## config.mk

```make
export PLATFORM = sky130hd
export DESIGN_NAME = chs_regs
export DESIGN_NICKNAME = d
export VERILOG_FILES = /design/src/hdl/chs_pkg.sv /design/src/hdl/chs_regs.sv
export SDC_FILE = /design/constraint.sdc
export NUM_CORES = 1
export LEC_CHECK = 0
export BUFFER_PORTS_ARGS = -buffer_cell sky130_fd_sc_hd__buf_2
export CORE_ASPECT_RATIO = 1.25
export CORE_MARGIN = 2
export CORE_UTILIZATION = 45
export CTS_CLUSTER_DIAMETER = 30
export DETAILED_ROUTE_END_ITERATION = 12
export GPL_ROUTABILITY_DRIVEN = 1
export HOLD_SLACK_MARGIN = 0.03
export PLACE_DENSITY = 0.78
export SYNTH_ARGS = -nofsm -noshare
export SYNTH_HDL_FRONTEND = slang
export SYNTH_SLANG_ARGS = --single-unit
```

## constraint.sdc

```tcl
create_clock -name clk -period 1.5 [get_ports clk]
set_clock_uncertainty 0.1 [all_clocks]
set_input_delay 0.225 -clock clk [delete_from_list [all_inputs] [get_ports clk]]
set_output_delay 0.225 -clock clk [all_outputs]
set_load 0.05 [all_outputs]
```

## src/hdl/chs_pkg.sv

```systemverilog
// Package for the CubeHash stream hasher: shared types, constants and the round function.
// No dependencies.
`default_nettype none
package chs_pkg;
    localparam int unsigned NWORDS = 32;
    localparam logic [2:0] REG_INIT_ROUNDS  = 3'd0;
    localparam logic [2:0] REG_BLOCK_ROUNDS = 3'd1;
    localparam logic [2:0] REG_BLOCK_BYTES  = 3'd2;
    localparam logic [2:0] REG_FINAL_ROUNDS = 3'd3;
    localparam logic [2:0] REG_HASH_BYTES   = 3'd4;
    localparam logic [7:0] PAD_BYTE = 8'h80;

    typedef logic [31:0] word_t;
    typedef word_t [NWORDS-1:0] state_t;

    // One full CubeHash round on the 32-word state.
    function automatic state_t cube_round(input state_t s);
        state_t a;
        state_t b;
        a = s;
        for (int i = 0; i < 16; i++) a[16+i] = a[16+i] + a[i];
        for (int i = 0; i < 16; i++) a[i] = {a[i][24:0], a[i][31:25]};
        b = a;
        for (int i = 0; i < 16; i++) b[i] = a[i ^ 8];
        for (int i = 0; i < 16; i++) b[i] = b[i] ^ b[16+i];
        a = b;
        for (int i = 0; i < 16; i++) a[16+i] = b[16+(i ^ 2)];
        for (int i = 0; i < 16; i++) a[16+i] = a[16+i] + a[i];
        for (int i = 0; i < 16; i++) a[i] = {a[i][20:0], a[i][31:21]};
        b = a;
        for (int i = 0; i < 16; i++) b[i] = a[i ^ 4];
        for (int i = 0; i < 16; i++) b[i] = b[i] ^ b[16+i];
        a = b;
        for (int i = 0; i < 16; i++) a[16+i] = b[16+(i ^ 1)];
        return a;
    endfunction
endpackage
`default_nettype wire

```

## src/hdl/chs_regs.sv

```systemverilog
// APB configuration registers for the CubeHash stream hasher.
// Depends on chs_pkg.
`default_nettype none
module chs_regs (
    input  wire logic        clk,
    input  wire logic        rst_n,
    input  wire logic        psel,
    input  wire logic        penable,
    input  wire logic        pwrite,
    input  wire logic [4:0]  paddr,
    input  wire logic [31:0] pwdata,
    output logic [31:0]      prdata,
    output logic             pready,
    output logic [7:0]       init_rounds,
    output logic [7:0]       blk_rounds,
    output logic [7:0]       blk_bytes,
    output logic [7:0]       fin_rounds,
    output logic [6:0]       hsh_bytes
);
    logic [7:0] ir_reg, br_reg, bb_reg, fr_reg;
    logic [6:0] hb_reg;
    logic       wr;
    logic [2:0] idx;

    assign pready = 1'b1;
    assign wr  = psel && penable && pwrite;
    assign idx = paddr[4:2];

    always_ff @(posedge clk or negedge rst_n)
    begin
        if (!rst_n)
        begin
            ir_reg <= 8'd16; br_reg <= 8'd16; bb_reg <= 8'd32;
            fr_reg <= 8'd32; hb_reg <= 7'd64;
        end
        else if (wr)
        begin
            unique case (idx)
                chs_pkg::REG_INIT_ROUNDS:  ir_reg <= pwdata[7:0];
                chs_pkg::REG_BLOCK_ROUNDS: br_reg <= pwdata[7:0];
                chs_pkg::REG_BLOCK_BYTES:  bb_reg <= pwdata[7:0];
                chs_pkg::REG_FINAL_ROUNDS: fr_reg <= pwdata[7:0];
                chs_pkg::REG_HASH_BYTES:   hb_reg <= pwdata[6:0];
                default: ;
            endcase
        end
    end

    always_comb
    begin
        unique case (idx)
            chs_pkg::REG_INIT_ROUNDS:  prdata = {24'd0, ir_reg};
            chs_pkg::REG_BLOCK_ROUNDS: prdata = {24'd0, br_reg};
            chs_pkg::REG_BLOCK_BYTES:  prdata = {24'd0, bb_reg};
            chs_pkg::REG_FINAL_ROUNDS: prdata = {24'd0, fr_reg};
            chs_pkg::REG_HASH_BYTES:   prdata = {25'd0, hb_reg};
            default:                   prdata = 32'd0;
        endcase
    end

    assign init_rounds = ir_reg;
    assign blk_rounds  = br_reg;
    assign blk_bytes   = bb_reg;
    assign fin_rounds  = fr_reg;
    assign hsh_bytes   = hb_reg;
endmodule
`default_nettype wire

```

; ---- Yosys cells after proc, flatten, opt, wreduce, memory -nomap -nowiden
; Index checks and enable logic that the tools add are counted.
[op_classes]
eq_ne = 4
muxes = 1
n_reduce_logical = 8
[op_table]
columns = operator, count
row1 = case mux 8 bit (5 select lines), 1
row2 = AND reduction 2 bit, 5
row3 = "== test 3 x 2 -> 1 bit, second input constant", 2
row4 = "== test 3 x 1 -> 1 bit, second input constant", 1
row5 = "== test 3 bit, second input constant", 1
row6 = zero test 3 bit, 1
row7 = logical AND 1 bit, 2
[totals]
ff_bits = 39
inputBits = 42
out_inout_bits = 72
wordCells = 18

; ---- Longest topological paths before layout
[depth]
ltp_word = 3
depth_mapped = 5

; ---- Worst setup path before layout
; OpenSTA, ideal clock, no wires.
[synth_timing]
path_kind = register to output
from = register ir_reg[4] (netlist: init_rounds[4])
to = output port prdata[4]
arrival_ns = 1.737
required_ns = 1.175
slack_ns = -0.562
path_stages_with_launch = 4
n_path_buf = 0
path_cell_list = dfstp_2 nor3b_1 a21oi_1 o22ai_1
[synth_via]
elab_chain_len = 1
[synth_lines]
columns = element, line
row1 = from (decl), chs_regs.sv:20  ; logic [7:0] ir_reg, br_reg, bb_reg, fr_reg;
row2 = from (signal assigned), chs_regs.sv:39  ; chs_pkg::REG_INIT_ROUNDS: ir_reg <= pwdata[7:0];
row3 = case mux 8 bit (5 select lines), chs_regs.sv:51  ; unique case (idx)
row4 = to (decl), chs_regs.sv:12  ; output logic [31:0] prdata,
; Every way passes these cells.

; ---- Worst setup path in the final report
[layout_timing]
from = register ir_reg[1] (netlist: init_rounds[1])
to = output port prdata[1]
; Same word-level chain as after synthesis.

==> run metrics <==
DRC marker count from the first detailed-route iteration=55; share of layout cells above drive strength 1=around four fifths; setup total negative slack=-1.64 ns; CTS Buffer Depth=2; Ys Warns=0; Async SR Flop Fraction=100%; top post-synthesis cells by area=dfrtp_1, mux2_2, buf_4, dfstp_2, mux2_4; Leakage=1.53 nW; Syn Std Cell Area=0.00210 mm^2; number of flops mapped to enable cells by yosys=0; DRC=0; Nets=313; Final Hold Viols=0; Die H=80.4 um; maxcap violations=0; Worst setup SP type=register; Final Max Tran Viols=0; Switching Share=44.3%; Combinational Power Share=roughly half; CTS Buf Count=5; Die X=65.1 um; Routability Congestion=0.782; CTS tree=built; maximum level of the CTS H-tree=2; final setup margin=-0.284 ns; CP peak stage delay=0.42 ns; top cell type's share of synthesized area=40.5%; io pins=114; WP data required=1.17 ns; Routed Antenna Nets=0; Clk pin slew, worst setup/hold paths=0.07 ns; initial core utilization=47.1%; Seq pwr share=34.1%; Post-synth top cells=mux2_2, dfrtp_1, buf_4, mux2_4, nor3b_1; # rows=27; Fmax achieved=about 560 MHz; Crit Path Class=register to output pin; Max FO, Critical Path=3; post-synthesis cell type count=26; #FFs+latches synth=39; number of global-route vias before repair=1726; Tcrit/Tclk final=119%; Yosys top cell by area=dfrtp_1; RSZ-0062 raised after global routing=yes; CP startpoint=init_rounds[1]$_DFFE_PN0P_; P per Cell Area=about 1300 mW/mm^2; clock latency on the worst-skew pair=0.29 ns; grt total ovfl=0; Switch Pwr=0.00188 W; internal power=0.00236 W; drt total wl=5360 um; HP Start=pwdata[5]; WHS=0.124 ns; TritonCTS Sinks=39; WP buf/inv=1; full die area=0.00523 mm^2; Peak supply drop=0.000805 V; area overhead of the layout relative to synthesis=50.4%; Placeable Area=0.00446 mm^2; WL/cell=16.2 um; antenna violations before repair=0; CP Capture Type=output pin; Tot Pwr=around 0.0042 W; vias per std cell=5.02; most numerous cell in the Yosys netlist=mux2_2; Setup Viol. Count Final=8; Hold Path Class=input pin to register; first-pass GRT wire length=8530 um; Main synth FF type=dfrtp_1; placed cell areas=0.00283 mm^2; share of total power in the clock network=between 10% and 20%; Setup WS pre-CTS=-0.261 ns; crit-path cells=mux2i_2 > nor3_2 > a311o_2 > buf_8; DP HPWL=approximately 3700 um; fin crit period=roughly 1.8 ns; clock root buffer=clkbuf_8; slowest CP cell=dfrtp_2; critical path's top delay family=flip-flops; ANT cells=0; I/O Buffers=62; Post-Layout Inst Area=0.00316 mm^2; via count=1658; Seq/Total Area, Yosys=46.8%; failing checks=setup timing; Synth Area per Inst=13.1 um^2; worst r2r src=fin_rounds[1]$_DFFE_PN0P_; Post-Syn Instances=between 150 and 200; status=finished, violations left; largest net degree at the start of global routing=40; iteration count of the initial detailed-routing pass=4; CP arrival=around 1.5 ns; total track usage=between 20 and 25%
[area by class of cell]
type | count | area [um^2]
sequential | 39 | 1020
tap | 58 | 72.6
fill | 314 | 1300
multi-input combinational | 112 | 1210
timing repair buffer | 113 | 779
clock buffer | 8 | 80.1
[cells by family after synthesis]
family / count (synthesis) / synth area share [%]
AOI/OAI and AO/OA: 19 / 5.84
buffers and inverters: 32 / 10.7
DFF: 39 / 46.8
muxes: 48 / 27.6
other: 2 / 0.358
and+or+nand+nor: 20 / 8.70
[per-layer routing]
layer	wire length [um]	share of wire [%]	global-route usage, %
met1	2070	39	25.0
met2	2920	55	39.5
met3	250	4.7	5.32
met4	117	2.2	8.13
met5	0	0	0
[per-stage QoR]
stage	cells	util, %
2_1_floorplan	183	-
3_5_place_dp	313	63.5
6_report	330	70.8
4_1_cts	330	70.1
5_1_grt	330	70.8
3_3_place_gp	313	63.5
[registers in the layout, summed over array words and instances (netlist names)]
signal	cells
init_rounds	8
fin_rounds	8
hsh_bytes	7
blk_rounds	8
blk_bytes	8
[worst paths after layout]
check | end | slack (ns) | cells after the start
max | prdata[1] | -0.28 | 4
min reg2reg | blk_rounds[6]$_DFFE_PN0P_ | 0.43 | 1
max reg2reg | fin_rounds[1]$_DFFE_PN0P_ | 0.49 | 2
min in group asynchronous | fin_rounds[3]$_DFFE_PN0P_ | 0.33 | 3
max in group asynchronous | hsh_bytes[6]$_DFFE_PN1P_ | 0.71 | 3
min | init_rounds[5]$_DFFE_PN0P_ | 0.12 | 2
[repair_timing]
item                                   CTS  global route
endpoints found under the hold margin   34             0
hold buffers                             1             0
setup endpoints to repair                8             8
gates resized for setup                 35             6
pin swaps                               10             0
buffers inserted                         8             0
[cell usage in the layout (no fill, tap or decap), types with 2 or more instances in the layout]
cell,n
buf_2,52
buf_4,50
mux2_2,32
dfrtp_2,27
conb_1,25
mux2_4,13
dfrtp_1,7
buf_6,7
a22oi_1,6
a21oi_4,6
o22ai_4,6
nor3b_2,5
dfstp_2,5
clkbuf_8,5
nor3b_4,4
clkbuf_1,3
nor2b_4,2
buf_12,2
[power by group through the flow]
| stage | Sequential (W) | Clock (W) | Combinational (W) |
|---|---|---|---|
| finish | 0.00145 | 0.000667 | 0.00212 |
| global route | 0.00147 | 0.000730 | 0.00221 |
| CTS | 0.00143 | 0.000691 | 0.00211 |
| detailed placement | 0.00146 | 0 | 0.00192 |
| global placement | 0.00145 | 0 | 0.00190 |
| floorplan | 0.00219 | 0 | 0.000748 |
No activity file was read; power rests on OpenSTA's default activity.
